## src/rtl/ess_pkg.sv

```systemverilog
// Shared types and constants for the ejector stroke sequencer.
package ess_pkg;

    // Operation codes carried in the operation field
    typedef logic [1:0] t_op;
    localparam t_op OP_TICK   = 2'd0;
    localparam t_op OP_HOLE   = 2'd1;
    localparam t_op OP_SERIAL = 2'd2;

    // Sequencer phases
    typedef enum logic [2:0] {
        PH_CHECK = 3'd0,
        PH_REV   = 3'd1,
        PH_FWD   = 3'd2,
        PH_COUNT = 3'd3,
        PH_HOME  = 3'd4
    } t_phase;

    localparam int LEN_W  = 3;
    localparam int HOLE_W = 4;

    typedef logic [LEN_W-1:0]  t_len;
    typedef logic [HOLE_W-1:0] t_hole;

    // Hole count wraps to zero once it would pass this value
    localparam t_hole HOLE_MAX = 4'd10;
    localparam t_len  SERIAL_LEN_RESET = 3'd3;

    // One input word
    typedef struct packed {
        t_op  operation;
        logic stop_request;
        logic control_pin;
        logic limit_pin;
        logic home_pin;
        logic length_select_low;
        logic length_select_high;
        logic serial_control_value;
    } t_item;

    // One result word
    typedef struct packed {
        logic motor_enable;
        logic drive_forward;
        logic drive_reverse;
        logic status_pin;
        logic stroke_done;
        logic stroke_moving;
        logic serial_active;
    } t_result;

endpackage

```

## src/rtl/ess_in_reg.sv

```systemverilog
// Input register stage: holds one accepted word until the core takes it.
module ess_in_reg
    import ess_pkg::*;
(
    input  logic  i_clk,
    input  logic  i_rst_n,
    input  logic  i_valid,
    input  t_item i_item,
    output logic  o_stall,
    output logic  o_valid,
    output t_item o_item,
    input  logic  i_take
);

    logic  r_valid;
    t_item r_item;

    // Stall only while a held word cannot move on this cycle
    assign o_stall = r_valid && !i_take;
    assign o_valid = r_valid;
    assign o_item  = r_item;

    always_ff @(posedge i_clk) begin
        if (!i_rst_n) begin
            r_valid <= 1'b0;
        end else if (!o_stall) begin
            r_valid <= i_valid;
        end
    end

    // Payload loads on acceptance only
    always_ff @(posedge i_clk) begin
        if (i_valid && !o_stall) begin
            r_item <= i_item;
        end
    end

endmodule

```

## src/rtl/ess_core.sv

```systemverilog
// Sequencer state, stroke length register and the per-word update logic.
module ess_core
    import ess_pkg::*;
(
    input  logic    i_clk,
    input  logic    i_rst_n,
    input  logic    i_cfg_wr_en,
    input  t_len    i_cfg_wr_data,
    input  logic    i_step,
    input  t_item   i_item,
    output t_result o_result
);

    t_phase r_phase, n_phase;
    t_hole  r_hole, n_hole;
    t_len   r_serial_len;
    logic   r_serial, n_serial;
    logic   r_done, n_done;
    logic   r_moving, n_moving;
    logic   r_en, n_en;
    logic   r_fwd, n_fwd;
    logic   r_rev, n_rev;
    logic   r_status, n_status;

    logic   at_home;
    logic   request;
    t_len   len;
    t_hole  len_plus;
    t_hole  hole_inc;

    assign at_home  = i_item.limit_pin && i_item.home_pin;
    assign request  = i_item.control_pin || r_serial;
    assign hole_inc = r_hole + t_hole'(1);

    // Stroke length: register under serial control, else the select pins
    always_comb begin
        if (r_serial) begin
            len = r_serial_len;
        end else begin
            len = t_len'(1) + t_len'(i_item.length_select_low)
                + {1'b0, i_item.length_select_high, 1'b0};
        end
        len_plus = t_hole'(len) + t_hole'(1);
    end

    // Next state for one word
    always_comb begin
        n_phase  = r_phase;
        n_hole   = r_hole;
        n_serial = r_serial;
        n_done   = r_done;
        n_moving = r_moving;
        n_en     = r_en;
        n_fwd    = r_fwd;
        n_rev    = r_rev;
        n_status = r_status;
        unique case (i_item.operation)
            OP_TICK: begin
                if (i_item.stop_request) begin
                    n_en     = 1'b0;
                    n_fwd    = 1'b0;
                    n_rev    = 1'b0;
                    n_status = 1'b0;
                    n_done   = 1'b0;
                    n_moving = 1'b0;
                    n_serial = 1'b0;
                end else if (!request) begin
                    // idle tick: park at home or back toward it
                    n_en     = 1'b1;
                    n_moving = 1'b0;
                    n_status = 1'b0;
                    n_phase  = PH_CHECK;
                    n_fwd    = 1'b0;
                    if (at_home) begin
                        n_rev = 1'b0;
                    end else begin
                        n_hole = '0;
                        n_rev  = 1'b1;
                    end
                end else begin
                    n_en     = 1'b1;
                    n_done   = 1'b0;
                    n_moving = 1'b1;
                    unique case (r_phase)
                        PH_CHECK: begin
                            n_hole  = '0;
                            n_phase = at_home ? PH_FWD : PH_REV;
                        end
                        PH_REV: begin
                            n_hole  = '0;
                            n_fwd   = 1'b0;
                            n_rev   = 1'b1;
                            n_phase = PH_CHECK;
                        end
                        PH_FWD: begin
                            n_rev   = 1'b0;
                            n_fwd   = 1'b1;
                            n_phase = PH_COUNT;
                        end
                        PH_COUNT: begin
                            n_phase = (r_hole >= len_plus) ? PH_HOME : PH_FWD;
                        end
                        PH_HOME: begin
                            if (at_home) begin
                                n_serial = 1'b0;
                                n_done   = 1'b1;
                                n_moving = 1'b0;
                                n_status = 1'b1;
                                n_fwd    = 1'b0;
                                n_rev    = 1'b0;
                            end else begin
                                n_hole = '0;
                                n_fwd  = 1'b0;
                                n_rev  = 1'b1;
                            end
                        end
                        default: begin
                        end
                    endcase
                end
            end
            OP_HOLE: begin
                n_hole = (hole_inc > HOLE_MAX) ? '0 : hole_inc;
            end
            OP_SERIAL: begin
                n_serial = i_item.serial_control_value;
            end
            default: begin
            end
        endcase
    end

    // Result shows the state after the word
    always_comb begin
        o_result.motor_enable  = n_en;
        o_result.drive_forward = n_fwd;
        o_result.drive_reverse = n_rev;
        o_result.status_pin    = n_status;
        o_result.stroke_done   = n_done;
        o_result.stroke_moving = n_moving;
        o_result.serial_active = n_serial;
    end

    // State registers
    always_ff @(posedge i_clk) begin
        if (!i_rst_n) begin
            r_phase  <= PH_CHECK;
            r_hole   <= '0;
            r_serial <= 1'b0;
            r_done   <= 1'b0;
            r_moving <= 1'b0;
            r_en     <= 1'b0;
            r_fwd    <= 1'b0;
            r_rev    <= 1'b0;
            r_status <= 1'b0;
        end else if (i_step) begin
            r_phase  <= n_phase;
            r_hole   <= n_hole;
            r_serial <= n_serial;
            r_done   <= n_done;
            r_moving <= n_moving;
            r_en     <= n_en;
            r_fwd    <= n_fwd;
            r_rev    <= n_rev;
            r_status <= n_status;
        end
    end

    // Serial stroke length register
    always_ff @(posedge i_clk) begin
        if (!i_rst_n) begin
            r_serial_len <= SERIAL_LEN_RESET;
        end else if (i_cfg_wr_en) begin
            r_serial_len <= i_cfg_wr_data;
        end
    end

endmodule

```

## src/rtl/ejector_stroke_sequencer.sv

```systemverilog
// Top level of the ejector stroke sequencer: input stage, core and result register.
//
// Each accepted word (control tick, hole edge or serial flag write) yields exactly one
// result word holding the latched drive outputs and host flags after that word. The
// block takes one word per cycle while the input side is not stalled. A word sits in
// the input register while the combinational update of phase, hole count and flags
// is computed; its result then loads into the result register once that is free,
// and is presented on the output from there. The input side stalls only while a word
// is held and the result register is full and stalled. The serial stroke length
// register may be written at any time the block is idle.
module ejector_stroke_sequencer
    import ess_pkg::*;
(
    input  logic       i_clk,
    input  logic       i_rst_n,
    // configuration
    input  logic       i_cfg_wr_en,
    input  logic [2:0] i_cfg_wr_data,
    // input channel
    input  logic       i_in_valid,
    output logic       o_in_stall,
    input  logic [1:0] i_operation,
    input  logic       i_stop_request,
    input  logic       i_control_pin,
    input  logic       i_limit_pin,
    input  logic       i_home_pin,
    input  logic       i_length_select_low,
    input  logic       i_length_select_high,
    input  logic       i_serial_control_value,
    // output channel
    output logic       o_out_valid,
    input  logic       i_out_stall,
    output logic       o_motor_enable,
    output logic       o_drive_forward,
    output logic       o_drive_reverse,
    output logic       o_status_pin,
    output logic       o_stroke_done,
    output logic       o_stroke_moving,
    output logic       o_serial_active
);

    t_item   in_item;
    t_item   held_item;
    logic    held_valid;
    logic    out_free;
    logic    step;
    t_result core_result;
    logic    r_out_valid;
    t_result r_out;

    assign in_item.operation            = i_operation;
    assign in_item.stop_request         = i_stop_request;
    assign in_item.control_pin          = i_control_pin;
    assign in_item.limit_pin            = i_limit_pin;
    assign in_item.home_pin             = i_home_pin;
    assign in_item.length_select_low    = i_length_select_low;
    assign in_item.length_select_high   = i_length_select_high;
    assign in_item.serial_control_value = i_serial_control_value;

    // Result register can take a word when empty or being drained
    assign out_free = !r_out_valid || !i_out_stall;
    assign step     = held_valid && out_free;

    ess_in_reg u_in_reg (
        .i_clk   (i_clk),
        .i_rst_n (i_rst_n),
        .i_valid (i_in_valid),
        .i_item  (in_item),
        .o_stall (o_in_stall),
        .o_valid (held_valid),
        .o_item  (held_item),
        .i_take  (out_free)
    );

    ess_core u_core (
        .i_clk         (i_clk),
        .i_rst_n       (i_rst_n),
        .i_cfg_wr_en   (i_cfg_wr_en),
        .i_cfg_wr_data (i_cfg_wr_data),
        .i_step        (step),
        .i_item        (held_item),
        .o_result      (core_result)
    );

    // Result register
    always_ff @(posedge i_clk) begin
        if (!i_rst_n) begin
            r_out_valid <= 1'b0;
        end else if (out_free) begin
            r_out_valid <= held_valid;
        end
    end

    always_ff @(posedge i_clk) begin
        if (step) begin
            r_out <= core_result;
        end
    end

    assign o_out_valid     = r_out_valid;
    assign o_motor_enable  = r_out.motor_enable;
    assign o_drive_forward = r_out.drive_forward;
    assign o_drive_reverse = r_out.drive_reverse;
    assign o_status_pin    = r_out.status_pin;
    assign o_stroke_done   = r_out.stroke_done;
    assign o_stroke_moving = r_out.stroke_moving;
    assign o_serial_active = r_out.serial_active;

endmodule
```

## config.mk

```make
export PLATFORM = sky130hd
export DESIGN_NAME = ejector_stroke_sequencer
export DESIGN_NICKNAME = d
export VERILOG_FILES = /design/src/rtl/ess_pkg.sv /design/src/rtl/ess_in_reg.sv /design/src/rtl/ess_core.sv /design/src/rtl/ejector_stroke_sequencer.sv
export SDC_FILE = /design/constraint.sdc
export NUM_CORES = 1
export LEC_CHECK = 0
export BUFFER_PORTS_ARGS = -buffer_cell sky130_fd_sc_hd__buf_2
export CAP_MARGIN = 20
export CORE_MARGIN = 2
export CORE_UTILIZATION = 40
export DETAILED_ROUTE_END_ITERATION = 6
export SLEW_MARGIN = 5
export SYNTH_ARGS = -nofsm -noshare
export SYNTH_HDL_FRONTEND = slang
export SYNTH_HIERARCHICAL = 1
export SYNTH_SLANG_ARGS = --single-unit
```

## constraint.sdc

```tcl
create_clock -name i_clk -period 2.7 [get_ports i_clk]
set_clock_uncertainty 0.15 [all_clocks]
set_input_delay 0.135 -clock i_clk [delete_from_list [all_inputs] [get_ports i_clk]]
set_output_delay 0.135 -clock i_clk [all_outputs]
set_load 0.05 [all_outputs]
```

# Yosys cells after proc, flatten, opt, wreduce, memory -nomap -nowiden
# Cells that the tools add are included.
# classes
mux	41
n_eq_ne	9
n_reduce_logical	17
n_lt_le_gt_ge	2
bitwise	1
addsub	4
# ops
cell	count
$mux 1	27
$mux 4	4
$pmux 4 s2	2
$pmux 3 s4	1
$mux 3	3
$reduce_and 4->1	2
$eq 3x2->1 const B	2
$ne 5x5->1 const B	1
$add 3x1->4 const B	1
$add 4x1->4 const B	1
$ge 4x4->1	1
$gt 4x4->1 const B	1
$logic_and 1x1->1	4
$logic_not 1->1	4
$ne 4x4->1 const B	1
$pmux 1 s2	2
$reduce_or 2->1	2
$add 3x2->3	1
$eq 3x1->1 const B	1
$eq 3x3->1 const B	1
$logic_not 3->1	1
$pmux 1 s3	1
$add 1x1->2 const A	1
$eq 2x1->1 const B	1
other kinds (7)	8
# totals
elab_cells	101
regBits	35
input_bits	17

# Longest topological paths before layout
# logic_depth
word_depth	8
depth_mapped	9
mapped_depth_nobuf	9

# Hierarchy
# Netlist, hierarchy kept.
# by_module_without_submodules
mod	seq_area_each_um2	area_per_inst_um2	cells_each	n_inst
ess_core	340.3	1252.5	152	1
ess_in_reg	290.3	317.8	13	1
ejector_stroke_sequencer	230.2	251.5	12	1

# Least setup slack after synthesis
# Ideal clock, no wire load.
# synth_timing
path_type	register to register
from	register u_in_reg.r_item (netlist bit u_in_reg/o_item[2])
to	register u_core.r_phase[1]
stages_incl_launch_ff	10
t_required_ns	2.420
n_path_buf	0
setup_slack_ns	0.427
setup_ns	0.130
arrival_time_ns	1.993
path_cell_list	edfxtp_1 -> ha_1 -> mux2_2 -> ha_1 -> inv_1 -> ha_1 -> a21boi_0 -> o21ai_0 -> a211oi_1 -> o22ai_1
# synth_between
elab_chain_cells	8
# synth_rtl
item	line_no	rtl
start, declared	ess_in_reg.sv:16	t_item r_item;
start signal, assigned	ess_in_reg.sv:34	r_item <= i_item;
$add 1x1->2	ess_core.sv:40	len = t_len'(1) + t_len'(i_item.length_select_low)
$add 3x2->3	ess_core.sv:41	+ {1'b0, i_item.length_select_high, 1'b0};
$mux 3	ess_core.sv:37	if (r_serial) begin
$add 3x1->4	ess_core.sv:43	len_plus = t_hole'(len) + t_hole'(1);
$ge 4x4->1	ess_core.sv:101	n_phase = (r_hole >= len_plus) ? PH_HOME : PH_FWD;
$mux 3	ess_core.sv:101	
$pmux 3 s4	ess_core.sv:84	unique case (r_phase)
$mux 3	ess_core.sv:67	end else if (!request) begin
end signal, assigned	ess_core.sv:157	r_phase <= n_phase;
end, declared	ess_core.sv:14	t_phase r_phase, n_phase;
# Every way passes these cells.
# A chain may end at the register's enable or synchronous reset.

# Final worst setup path
# layout_timing
from	register u_in_reg.r_item (netlist bit u_in_reg/o_item[2])
to	register u_core.r_phase[2]
# Same word-level chain as after synthesis.

==> flow_summary.json <==
{
  "die_h_um": 71.5,
  "postLayoutCellArea_um2": 2190,
  "drc": 0,
  "groute.layer.met2.usage": 0.267,
  "data_required_time_at_the_worst_endpoint_ps": 2780,
  "ctsLongestPathBuffers": 2,
  "synthFlopType": "dfxtp_1",
  "number_of_flip_flops_and_latches_in_the_synthesized_netlist": 35,
  "io_buffer_count": 25,
  "r2r_slack_ps": 250,
  "cts_inserted_buffers": 5,
  "mappedNetlistNets": 202,
  "core_um2": 4380,
  "row_count": 24,
  "top_level_ports": 26,
  "vdd_ir_drop_max_uv": 266,
  "post_synth_main_area_contributors": "edfxtp_1 (26%), dfxtp_1 (21%), ha_1 (5.5%)",
  "reg2regPathDepth": 9,
  "drv_slew": 0,
  "area_growth_syn_to_layout_pct": 20.4,
  "initial_util": 0.416,
  "antenna-diode-count": 0,
  "final_layout_size_suffix_gt1_frac": 0.218,
  "global_route.usage.total": 0.154,
  "synth_enable_flop_cells": 16,
  "syn_inst": 177,
  "wire_length_of_the_first_global_routing_pass_um": 6020,
  "arrival_ps": 2530,
  "vias_per_cell": 5.22,
  "dp.final_hpwl_um": 2480,
  "finalSetupTns_ps": 0,
  "clock_tree.root_cell": "clkbuf_8",
  "max-slew-margin-rel": 0.518,
  "grt_use_met3": 0.0450,
  "worst_pin_slew_ps": 721,
  "drt-wirelength-per-cell_um": 13.5,
  "cts_tree": "built",
  "fillCellCount": 408,
  "synth_cell_types": 47,
  "cts-resized-gates": 0,
  "grt_setup_unrepaired": "no",
  "first_global_vias": 1389,
  "antenna_violations_before_repair": 0,
  "clock_tree.htree_level_count": 2,
  "async_flop_share": 0,
  "finalCritPeriodShare": 0.906,
  "post_synth_instance_area_um2": 1820,
  "numClockSinks": 35,
  "crit_fanout": 2,
  "synth.avg_cell_area_um2": 10.3,
  "first_pass_iters": 4,
  "gr-max-usage-layer": "met2",
  "power_leakage_nw": 0.911,
  "regToRegEndpoint": "u_core/r_phase[2]",
  "postRouteWirelength_um": 3620,
  "final_antenna_net_count": 0,
  "power.density_nw_per_um2": 502,
  "vias_post_dr": 1398,
  "startpoint_type": "flip-flop",
  "cts.hold.buffers_added": 17,
  "setup_violations": 0,
  "clkSlewWorstSetupHoldPaths_ps": 70,
  "worstSetupEndpointType": "flip-flop",
  "finish.utilization": 0.500,
  "critical_register_to_register_path_startpoint": "u_in_reg/o_item[2]",
  "post_cts_buffers": 0,
  "finalNonFillerCells": 268,
  "clk-insertion-delay-late_ps": 280,
  "finalNetCount": 240,
  "yosys.cell_count.top_type": "dfxtp_1",
  "fin_hold_ws_ps": 49.5,
  "hold_violations": 0,
  "timing.hold.worst_path_depth": 3,
  "layout_min_cycle_time_ps": 2450,
  "post-synth-top-area-cell": "edfxtp_1",
  "die_area_um2": 5110,
  "die_width_um": 71.5,
  "place_area_um2": 1940,
  "grt.met1_usage": 0.171,
  "achievable-frequency_mhz": 409,
  "synthesis.yosys.warnings": 6,
  "worstHoldPathType": "in -> reg",
  "drv_cap": 0,
  "gr-total-overflow": 0,
  "critical_path_class": "reg -> reg",
  "timing.hold.worst_endpoint": "u_core/r_serial_len[2]",
  "drt_iter0_markers": 33,
  "yosys-top-cells-count": "dfxtp_1 (19), edfxtp_1 (16), nand2_1 (13)",
  "share_of_synthesized_area_occupied_by_flip_flops_and_latches": 0.473,
  "finalWeightedCongestion": 0.812,
  "grt_start_max_net_pins": 23,
  "placed_cells_incl_taps": 243,
  "outcome": "finished clean",
  "yosys.area.top_type_share": 0.264,
  "hold_start": "i_cfg_wr_en"
}
[critical path, cell delays in order (launching register included)]
cell and delay [ps]:
edfxtp_1 400, ha_1 280, mux2_2 280, ha_1 280, inv_1 40, ha_1 250
a21boi_0 170, o21ai_0 100, a211oi_1 280, a32o_1 170
[metrics by stage]
step,power [mW],setup slack [ps]
floorplan,0.694,427
global placement,0.718,353
detailed placement,0.725,258
CTS,1.12,242
global route,1.16,111
finish,1.10,253
[sequential cells by signal, summed over array words and instances, names as in the netlist]
register             flops
u_core/r_en              1
u_in_reg/o_valid         1
u_in_reg/o_item          9
o_status_pin             1
u_core/r_status          1
o_stroke_done            1
u_core/r_serial          1
u_core/r_moving          1
u_core/r_rev             1
u_core/r_phase           3
u_core/r_hole            4
o_motor_enable           1
o_drive_reverse          1
u_core/r_serial_len      3
o_drive_forward          1
o_stroke_moving          1
o_out_valid              1
u_core/r_fwd             1
o_serial_active          1
u_core/r_done            1
[metal layers]
layer	up-vias	routed length (um)
li1	697	-
met1	662	1530
met2	32	1890
met3	7	145
met4	0	62
met5	-	0
[cell families (layout without fill, tap and decap cells)]
group                    count (synthesis)  after routing  share of synthesized area
AND/OR/NAND/NOR                         59             59                      0.185
AO/OA/AOI/OAI                           44             44                      0.173
flip-flops                              35             35                      0.473
buffers and inverters                   22             61                     0.0653
adder cells (fa/ha/maj)                  8              8                     0.0549
multiplexers                             7              7                     0.0398
XOR/XNOR                                 2              2                    0.00962
[worst max-delay path by stage]
stage | slack (ps) | cells after the start | startpoint | to
detailed placement | 260 | 9 | u_in_reg/o_item[2] | u_core/r_phase[2]
CTS | 240 | 9 | u_in_reg/o_item[2] | u_core/r_phase[2]
global placement | 350 | 9 | u_in_reg/o_item[2] | u_core/r_phase[1]
global route | 110 | 9 | u_in_reg/o_item[2] | u_core/r_phase[1]
finish | 250 | 9 | u_in_reg/o_item[2] | u_core/r_phase[2]
floorplan | 430 | 9 | u_in_reg/o_item[2] | u_core/r_phase[1]
[cell usage in the layout, fill, tap and decap left out, drive strengths merged, types with 5 or more instances in the layout]
cell / count
a21oi: 8
buf: 26
clkbuf: 6
dfxtp: 19
dlygate4sd3: 17
edfxtp: 16
ha: 8
inv: 10
mux2i: 5
nand2: 13
nand2b: 6
nor2: 11
nor2b: 7
o21ai: 12
[cell type report]
type | count | area, um^2 | area share
Timing Repair Buffer | 43 | 303 | 0.138
Clock buffer | 6 | 72.6 | 0.0331
Sequential cell | 35 | 861 | 0.392
Inverter | 10 | 37.5 | 0.0171
Multi-Input combinational cell | 120 | 842 | 0.384
Clock inverter | 2 | 12.5 | 0.00570
Tap cell | 52 | 65.1 | 0.0297
[power by group]
group	internal [mW]	switching [mW]
clock network	0.180	0.187
logic	0.0620	0.0791
registers	0.577	0.0150
total	0.819	0.281
No activity file was read; power rests on OpenSTA's default activity.
